File: config.mk
export PLATFORM = sky130hd
export DESIGN_NAME = top_k_similarity_select
export DESIGN_NICKNAME = d
export VERILOG_FILES = /design/src/design/tksel_pkg.sv /design/src/design/tksel_cell.sv /design/src/design/top_k_similarity_select.sv
export SDC_FILE = /design/constraint.sdc
export NUM_CORES = 2
export LEC_CHECK = 0
export ABC_AREA = 1
export BUFFER_PORTS_ARGS = -buffer_cell sky130_fd_sc_hd__buf_2
export CAP_MARGIN = 20
export CORE_MARGIN = 1.5
export CORE_UTILIZATION = 58
export CTS_CLUSTER_DIAMETER = 60
export DETAILED_ROUTE_END_ITERATION = 12
export MAX_ROUTING_LAYER = met4
export PLACE_DENSITY = 0.75
export REMOVE_ABC_BUFFERS = 1
export SYNTH_ARGS = -nofsm -noshare
export SYNTH_HDL_FRONTEND = slang
export SYNTH_SLANG_ARGS = --single-unit
export TNS_END_PERCENT = 100
File: constraint.sdc
create_clock -name clk -period 10.1 [get_ports clk]
set_clock_uncertainty 0.05 [all_clocks]
set_input_delay 1.01 -clock clk [delete_from_list [all_inputs] [get_ports clk]]
set_output_delay 1.01 -clock clk [all_outputs]
set_load 0.05 [all_outputs]
File: src/design/tksel_pkg.sv
// Package for the top-K similarity selector: widths, item types and the ranking function.
package tksel_pkg;

  // Field widths fixed by the item formats.
  localparam int ID_W       = 31;
  localparam int SCORE_W    = 32;
  localparam int RANK_W     = 4;
  localparam int NC_W       = 5;
  localparam int CFG_ADDR_W = 1;
  localparam int CFG_DATA_W = 5;

  // Default capacity of the kept list.
  localparam int K_MAX_DEF = 16;

  // Reset value of the neighbor count register.
  localparam logic [NC_W-1:0] NC_RESET = NC_W'(16);

  // Clamp limits in Q7.24.
  localparam logic signed [SCORE_W-1:0] ONE_Q24       = 32'sh0100_0000;
  localparam logic signed [SCORE_W-1:0] MINUS_ONE_Q24 = -32'sh0100_0000;

  // Configuration register indexes.
  localparam logic [CFG_ADDR_W-1:0] CFG_NEIGHBOR_COUNT = 1'b0;
  localparam logic [CFG_ADDR_W-1:0] CFG_CLAMP_ENABLE   = 1'b1;

  // One input item.
  typedef struct packed {
    logic [ID_W-1:0]           query_id;
    logic [ID_W-1:0]           candidate_id;
    logic signed [SCORE_W-1:0] candidate_score;
    logic                      last_candidate;
  } in_item_t;

  // One result item.
  typedef struct packed {
    logic [RANK_W-1:0]         rank;
    logic [ID_W-1:0]           neighbor_id;
    logic signed [SCORE_W-1:0] neighbor_score;
    logic                      last_neighbor;
    logic                      too_few;
  } out_item_t;

  // Contents of one list cell.
  typedef struct packed {
    logic                      valid;
    logic [ID_W-1:0]           id;
    logic signed [SCORE_W-1:0] score;
  } entry_t;

  // Commands broadcast to every cell.
  typedef struct packed {
    logic ins;
    logic shift;
    logic clr;
  } cell_ctrl_t;

  // True when entry a ranks strictly above entry b: higher score, then lower index.
  function automatic logic ranks_above(logic signed [SCORE_W-1:0] sa, logic [ID_W-1:0] ia,
                                       logic signed [SCORE_W-1:0] sb, logic [ID_W-1:0] ib);
    return (sa > sb) || ((sa == sb) && (ia < ib));
  endfunction

endpackage

File: src/design/tksel_cell.sv
// One cell of the sorted list: holds an entry, inserts, shifts down on insert, up on emit.
module tksel_cell (
  input  logic                               clk,
  input  logic                               rst_n,
  input  tksel_pkg::cell_ctrl_t              ctrl,
  input  logic                               en,
  input  logic [tksel_pkg::ID_W-1:0]         cand_id,
  input  logic signed [tksel_pkg::SCORE_W-1:0] cand_score,
  input  tksel_pkg::entry_t                  prev_ent,
  input  logic                               prev_beats,
  input  tksel_pkg::entry_t                  next_ent,
  output tksel_pkg::entry_t                  ent,
  output logic                               beats
);
  import tksel_pkg::*;

  logic                valid_r, valid_nxt;
  logic [ID_W-1:0]     id_r, id_nxt;
  logic signed [SCORE_W-1:0] score_r, score_nxt;

  assign ent = '{valid: valid_r, id: id_r, score: score_r};

  // An empty or disabled cell loses to any candidate.
  assign beats = !(valid_r && en) || ranks_above(cand_score, cand_id, score_r, id_r);

  // Next contents: clear, shift up from the next cell, or insert.
  always_comb begin
    valid_nxt = valid_r;
    id_nxt    = id_r;
    score_nxt = score_r;
    if (ctrl.clr) begin
      valid_nxt = 1'b0;
    end else if (ctrl.shift) begin
      valid_nxt = next_ent.valid;
      id_nxt    = next_ent.id;
      score_nxt = next_ent.score;
    end else if (ctrl.ins) begin
      if (!en) begin
        valid_nxt = 1'b0;
      end else if (beats && prev_beats) begin
        valid_nxt = prev_ent.valid;
        id_nxt    = prev_ent.id;
        score_nxt = prev_ent.score;
      end else if (beats) begin
        valid_nxt = 1'b1;
        id_nxt    = cand_id;
        score_nxt = cand_score;
      end
    end
  end

  // Valid flag is control state; the entry payload needs no reset.
  always_ff @(posedge clk) begin
    if (!rst_n) begin
      valid_r <= 1'b0;
    end else begin
      valid_r <= valid_nxt;
    end
  end

  always_ff @(posedge clk) begin
    id_r    <= id_nxt;
    score_r <= score_nxt;
  end

endmodule

File: src/design/top_k_similarity_select.sv
// Top level of the top-K similarity selector: configuration, clamp, cell chain and emit control.
// Throughput: one item per cycle while busy is low; an item is inserted into the list as it is accepted.
// An item with last_candidate raises busy for the emit pass, one result per cycle for the
// effective neighbor count (one flagged result when too few), set by the shift-up of the cell chain.
// The last item moves the state to emit, where each result is registered; busy falls with the final one.
// Synchronous active-low reset empties the list, sets neighbor_count to 16 and clamp off.
module top_k_similarity_select #(
  parameter int K_MAX = tksel_pkg::K_MAX_DEF
) (
  input  logic                              clk,
  input  logic                              rst_n,
  input  logic                              start,
  output logic                              busy,
  input  tksel_pkg::in_item_t               in_data,
  output logic                              out_valid,
  output tksel_pkg::out_item_t              out_data,
  input  logic                              cfg_we,
  input  logic [tksel_pkg::CFG_ADDR_W-1:0]  cfg_addr,
  input  logic [tksel_pkg::CFG_DATA_W-1:0]  cfg_wdata
);
  import tksel_pkg::*;

  localparam int CW   = (K_MAX > 1) ? $clog2(K_MAX) : 1;
  localparam int KW   = $clog2(K_MAX + 1);
  localparam int CMPW = (KW > NC_W) ? KW : NC_W;

  typedef enum logic {ST_RUN, ST_EMIT} state_t;

  state_t          state_r;
  logic            out_valid_r;
  out_item_t       out_data_r;
  logic [CW-1:0]   rank_r;
  logic [NC_W-1:0] nc_r;
  logic            clamp_r;

  logic               accept;
  logic [KW-1:0]      k;
  logic [KW-1:0]      k_m1;
  logic [CMPW-1:0]    nc_ext;
  logic [CMPW-1:0]    k_cmp;
  logic signed [SCORE_W-1:0] cand_score;
  cell_ctrl_t         ctrl;
  logic               emit_err;
  logic               emit_final;

  entry_t             c_ent   [K_MAX];
  logic               c_beats [K_MAX];
  logic [K_MAX-1:0]   c_en;
  logic [K_MAX-1:0]   c_valid;

  // Configuration registers.
  always_ff @(posedge clk) begin
    if (!rst_n) begin
      nc_r    <= NC_RESET;
      clamp_r <= 1'b0;
    end else if (cfg_we) begin
      case (cfg_addr)
        CFG_NEIGHBOR_COUNT: nc_r    <= cfg_wdata[NC_W-1:0];
        CFG_CLAMP_ENABLE:   clamp_r <= cfg_wdata[0];
        default:            ;
      endcase
    end
  end

  // Effective list length: zero acts as one, values above capacity act as the capacity.
  always_comb begin
    nc_ext = CMPW'(nc_r);
    if (nc_ext == '0) begin
      k_cmp = CMPW'(1);
    end else if (nc_ext > CMPW'(K_MAX)) begin
      k_cmp = CMPW'(K_MAX);
    end else begin
      k_cmp = nc_ext;
    end
    k    = KW'(k_cmp);
    k_m1 = k - KW'(1);
  end

  // Optional clamp of the score to the range -1.0 to 1.0.
  always_comb begin
    cand_score = in_data.candidate_score;
    if (clamp_r) begin
      if (cand_score > ONE_Q24) begin
        cand_score = ONE_Q24;
      end else if (cand_score < MINUS_ONE_Q24) begin
        cand_score = MINUS_ONE_Q24;
      end
    end
  end

  assign busy   = (state_r == ST_EMIT);
  assign accept = start && !busy;

  // The list is full when the cell at the last kept position holds an entry.
  assign emit_err   = (rank_r == '0) && !c_valid[k_m1[CW-1:0]];
  assign emit_final = (rank_r == k_m1[CW-1:0]);

  // Commands to the chain.
  always_comb begin
    ctrl = '0;
    case (state_r)
      ST_RUN: begin
        ctrl.ins = accept && (in_data.candidate_id != in_data.query_id);
      end
      ST_EMIT: begin
        if (emit_err || emit_final) begin
          ctrl.clr = 1'b1;
        end else begin
          ctrl.shift = 1'b1;
        end
      end
      default: ;
    endcase
  end

  // Cell chain: cell 0 holds the best entry.
  for (genvar i = 0; i < K_MAX; i++) begin : g_cell
    entry_t prev_ent;
    entry_t next_ent;
    logic   prev_beats;

    assign c_en[i]    = (KW'(i) < k);
    assign c_valid[i] = c_ent[i].valid;

    if (i == 0) begin : g_first
      assign prev_ent   = '0;
      assign prev_beats = 1'b0;
    end else begin : g_mid
      assign prev_ent   = c_ent[i-1];
      assign prev_beats = c_beats[i-1];
    end

    if (i == K_MAX - 1) begin : g_last
      assign next_ent = '0;
    end else begin : g_inner
      assign next_ent = c_ent[i+1];
    end

    tksel_cell u_cell (
      .clk        (clk),
      .rst_n      (rst_n),
      .ctrl       (ctrl),
      .en         (c_en[i]),
      .cand_id    (in_data.candidate_id),
      .cand_score (cand_score),
      .prev_ent   (prev_ent),
      .prev_beats (prev_beats),
      .next_ent   (next_ent),
      .ent        (c_ent[i]),
      .beats      (c_beats[i])
    );
  end

  // Sequencer: accepts items, then emits the list best first from cell 0, or a too-few flag if short.
  always_ff @(posedge clk) begin
    if (!rst_n) begin
      state_r     <= ST_RUN;
      out_valid_r <= 1'b0;
      rank_r      <= '0;
    end else begin
      out_valid_r <= 1'b0;
      case (state_r)
        ST_RUN: begin
          if (accept && in_data.last_candidate) begin
            state_r <= ST_EMIT;
            rank_r  <= '0;
          end
        end
        ST_EMIT: begin
          out_valid_r <= 1'b1;
          if (emit_err) begin
            out_data_r <= '{rank: '0, neighbor_id: '0, neighbor_score: '0,
                            last_neighbor: 1'b1, too_few: 1'b1};
            state_r    <= ST_RUN;
          end else begin
            out_data_r <= '{rank: RANK_W'(rank_r), neighbor_id: c_ent[0].id,
                            neighbor_score: c_ent[0].score,
                            last_neighbor: emit_final, too_few: 1'b0};
            rank_r     <= rank_r + CW'(1);
            if (emit_final) begin
              state_r <= ST_RUN;
            end
          end
        end
        default: state_r <= ST_RUN;
      endcase
    end
  end

  assign out_valid = out_valid_r;
  assign out_data  = out_data_r;

endmodule

==> flow_summary.yaml <==
pwr:
  sw_frac_of_total: 0.375
  p_per_area_nw_per_um2: 202
  p_seq_frac: 0.392
  cell_internal_pwr_mw: 11.3
  peakVddDrop_v: 0.000155
  p_switching_mw: 6.78
  p_comb_frac: 0.329
  leakagePower_nw: 43.0
  p_clk_frac: 0.279
drt:
  vias: 76300
  drt_pass1_iterations: 8
  ant_nets: 0
  finalWirelength_um: 275000
  drt_iter0_markers: 9090
  drc_errors: 0
  avgViaCountPerCell: 6.02
  routedWlPerCell_um: 21.7
cells_and_area:
  final_cell_mix: "nand2_1, inv_1, edfxtp_1, ha_1, nand3_1"
  multi_input_area_um2: 42600
  fillCellCount: 12300
  num-nets-final: 11800
  final_common_cell: "nand2_1"
  regArea_um2: 32900
  syn_to_final_growth_pct: 8.16
  layout-drive-gt1-share: 0.0538
hold_path:
  hp-start: "cfg_we"
  min_to: "clamp_r"
  worstHoldPathCells: 3
  hp-class: "in -> reg"
clock_tree:
  postCtsHoldBufs: 0
  cts-resized-gates: 0
  cts_setup_buffers: 0
  cts_buffers: 138
  cts_tree: "yes"
  cts_buffer_depth: 3
  clkLatencyLatePin_ns: 0.80
  clk_pin_slew_ns: 0.06
  clock-root-buffer: "clkbuf_16"
  htree_levels: 4
  cts.sinks: 1105
sta:
  relSlewSlack: 0.175
  setup_tns_ns: 0
  tightest_slew_ns: 1.24
  drv_slew: 0
  timing.final.crit_share: 0.831
  max_freq_mhz: 119
  period_minus_slack_ns: 8.39
  hold_violations: 0
  rsz0062_at_grt: "no"
  setup_viol_count_final: 0
  fin_ws_ns: 1.71
setup_path:
  end_kind: "flip-flop"
  crit_type: "in -> reg"
  ff2ff_setup_slack_ns: 2.64
  r2r-end: "g_cell[6].u_cell.id_r[2]"
  cp.required_ns: 10.59
  worstRegToRegCells: 19
  critPathArrivalTime_ns: 8.88
  critPathLaunchType: "input pin"
  crit_path_max_fanout: 63
  r2r-start: "clamp_r"
run:
  max-cap-violations: 0
placed_design:
  numPortBuffers: 175
  place.gp.congestion: 0.994
  dp_hpwl_um: 192000
  post-place-ws_ns: 1.21
global_routing:
  antenna_found_initial: 6
  grt_overflow: 0
  grt_pass1_wl_um: 418000
  grt_pass1_vias: 72900
  grt_max_degree: 225
  grt_util_all_layers: 0.381
floorplan:
  die_area_um2: 145000
  io_pins: 176
  die_h_um: 381
  core-area_um2: 142000
  start_util: 0.585
  row_count: 138
  die_w_um: 381
logic_synthesis:
  yosysTopAreaCell: "edfxtp_1"
  synthCells: 10800
  post_synth.cell_area_avg_um2: 7.70
  yosysWarningCount: 0
  synth_area_um2: 82800
  synth_top_area_frac: 0.390
  ys_types: 47
  yosys-top-cells-area: "edfxtp_1, nand2_1, ha_1"
  synth-seq-cells: 1105
  ys_seq_area_frac: 0.397
status:
  status: "completed"
[critical path, cell delays in order]
cell      delay, ns
buf_2          0.08
inv_1          0.05
nand4_1        0.40
nor4_1         0.11
buf_4          0.16
nand4_1        0.24
nand2_1        0.29
o21ai_2        0.19
buf_4          0.42
clkinv_1       0.50
nand2_1        0.71
inv_1          0.61
ha_1           0.50
nand2_1        0.08
nor2_1         0.19
nand4_1        0.11
nor3_1         0.66
nand4_1        0.46
nand2_1        0.31
nand2_1        0.24
nand2_4        0.65
buf_4          0.49
nand2_1        0.10
o211ai_1       0.13
nand2_1        0.09
[worst max-delay path by stage]
stage | from | endpoint | slack (ns)
6_report | in_data[6] | g_cell[6].u_cell.id_r[2] | 1.71
4_1_cts | in_data[6] | g_cell[6].u_cell.id_r[2] | 2.03
5_1_grt | in_data[6] | g_cell[6].u_cell.score_r[4] | 1.74
2_1_floorplan | nc_ext[1] | g_cell[10].u_cell.score_r[24] | -25.49
3_5_place_dp | in_data[6] | g_cell[6].u_cell.id_r[2] | 1.21
3_3_place_gp | in_data[32] | g_cell[6].u_cell.score_r[9] | 1.14
[flip-flops by register name, indices dropped and copies added (netlist names)]
| name | count |
|---|---|
| g_cell.u_cell.score_r | 512 |
| rank_r | 4 |
| g_cell.u_cell.id_r | 496 |
| out_valid | 1 |
| out_data | 69 |
| clamp_r | 1 |
| g_cell.u_cell.valid_r | 16 |
| nc_ext | 5 |
| busy | 1 |
[cells by family after synthesis]
| family | after synthesis | synth area share |
|---|---|---|
| XOR/XNOR | 32 | 0.00347 |
| buffers and inverters | 1903 | 0.0926 |
| adder cells (fa/ha/maj) | 996 | 0.150 |
| AO/OA/AOI/OAI | 1556 | 0.107 |
| flip-flops | 1105 | 0.397 |
| AND/OR/NAND/NOR | 5159 | 0.250 |
[synthesized netlist by cell type, drive strengths merged]
| cell | n |
|---|---|
| o22ai | 6 |
| o21a | 43 |
| a21boi | 1 |
| ha | 996 |
| xnor2 | 21 |
| and3b | 1 |
| a211oi | 8 |
| o31ai | 1 |
| nand3b | 8 |
| and2 | 2 |
| nand3 | 648 |
| nand2 | 3820 |
| o2111ai | 1 |
| nand4 | 93 |
| xor2 | 11 |
| nor3b | 2 |
| clkinv | 29 |
| a31oi | 131 |
| nor2 | 481 |
| nor4 | 20 |
| nor2b | 1 |
| a21o | 22 |
| a21oi | 574 |
| o211ai | 248 |
| or2 | 14 |
| o21ai | 500 |
| and3 | 3 |
| edfxtp | 1077 |
| o21bai | 21 |
| inv | 1357 |
| nor3 | 66 |
| clkbuf | 169 |
| buf | 348 |
| dfxtp | 28 |
[through the flow]
stage	instances	hold slack [ns]	util	instance area (µm²)	total power [mW]
after global routing	12700	0.478	0.633	89600	19.0
after global placement	12400	0.474	0.600	85000	12.6
after detailed placement	12400	0.471	0.600	85000	12.9
final	12700	0.457	0.633	89600	18.1
after CTS	12700	0.425	0.632	89400	17.9
after floorplan	10200	0.402	-	80400	11.1
[power groups by stage]
stage	clock network, mW	logic (mW)	registers, mW
2_1_floorplan	0	4.14	6.96
3_3_place_gp	0	5.52	7.13
3_5_place_dp	0	5.78	7.14
4_1_cts	5.04	5.82	7.06
5_1_grt	5.20	6.67	7.17
6_report	5.03	5.95	7.08
[layout make-up]
cell class / instances / share of cell area
diodes: 4 / 0.000112
clock buffers: 174 / 0.0418
clock inverters: 70 / 0.00779
inverters: 1386 / 0.0582
multi-input cells: 7743 / 0.475
flip-flops and latches: 1105 / 0.367
well taps: 1890 / 0.0264
repair buffers: 294 / 0.0230
[metal layers]
layer	up-vias	global-route usage	wire length (µm)
li1	35500	-	-
met3	658	0.0617	29100
met5	-	-	0
met2	4210	0.566	120000
met1	35900	0.498	109000
met4	0	0.206	16500
Note: power is estimated with default switching activity, not from simulation.
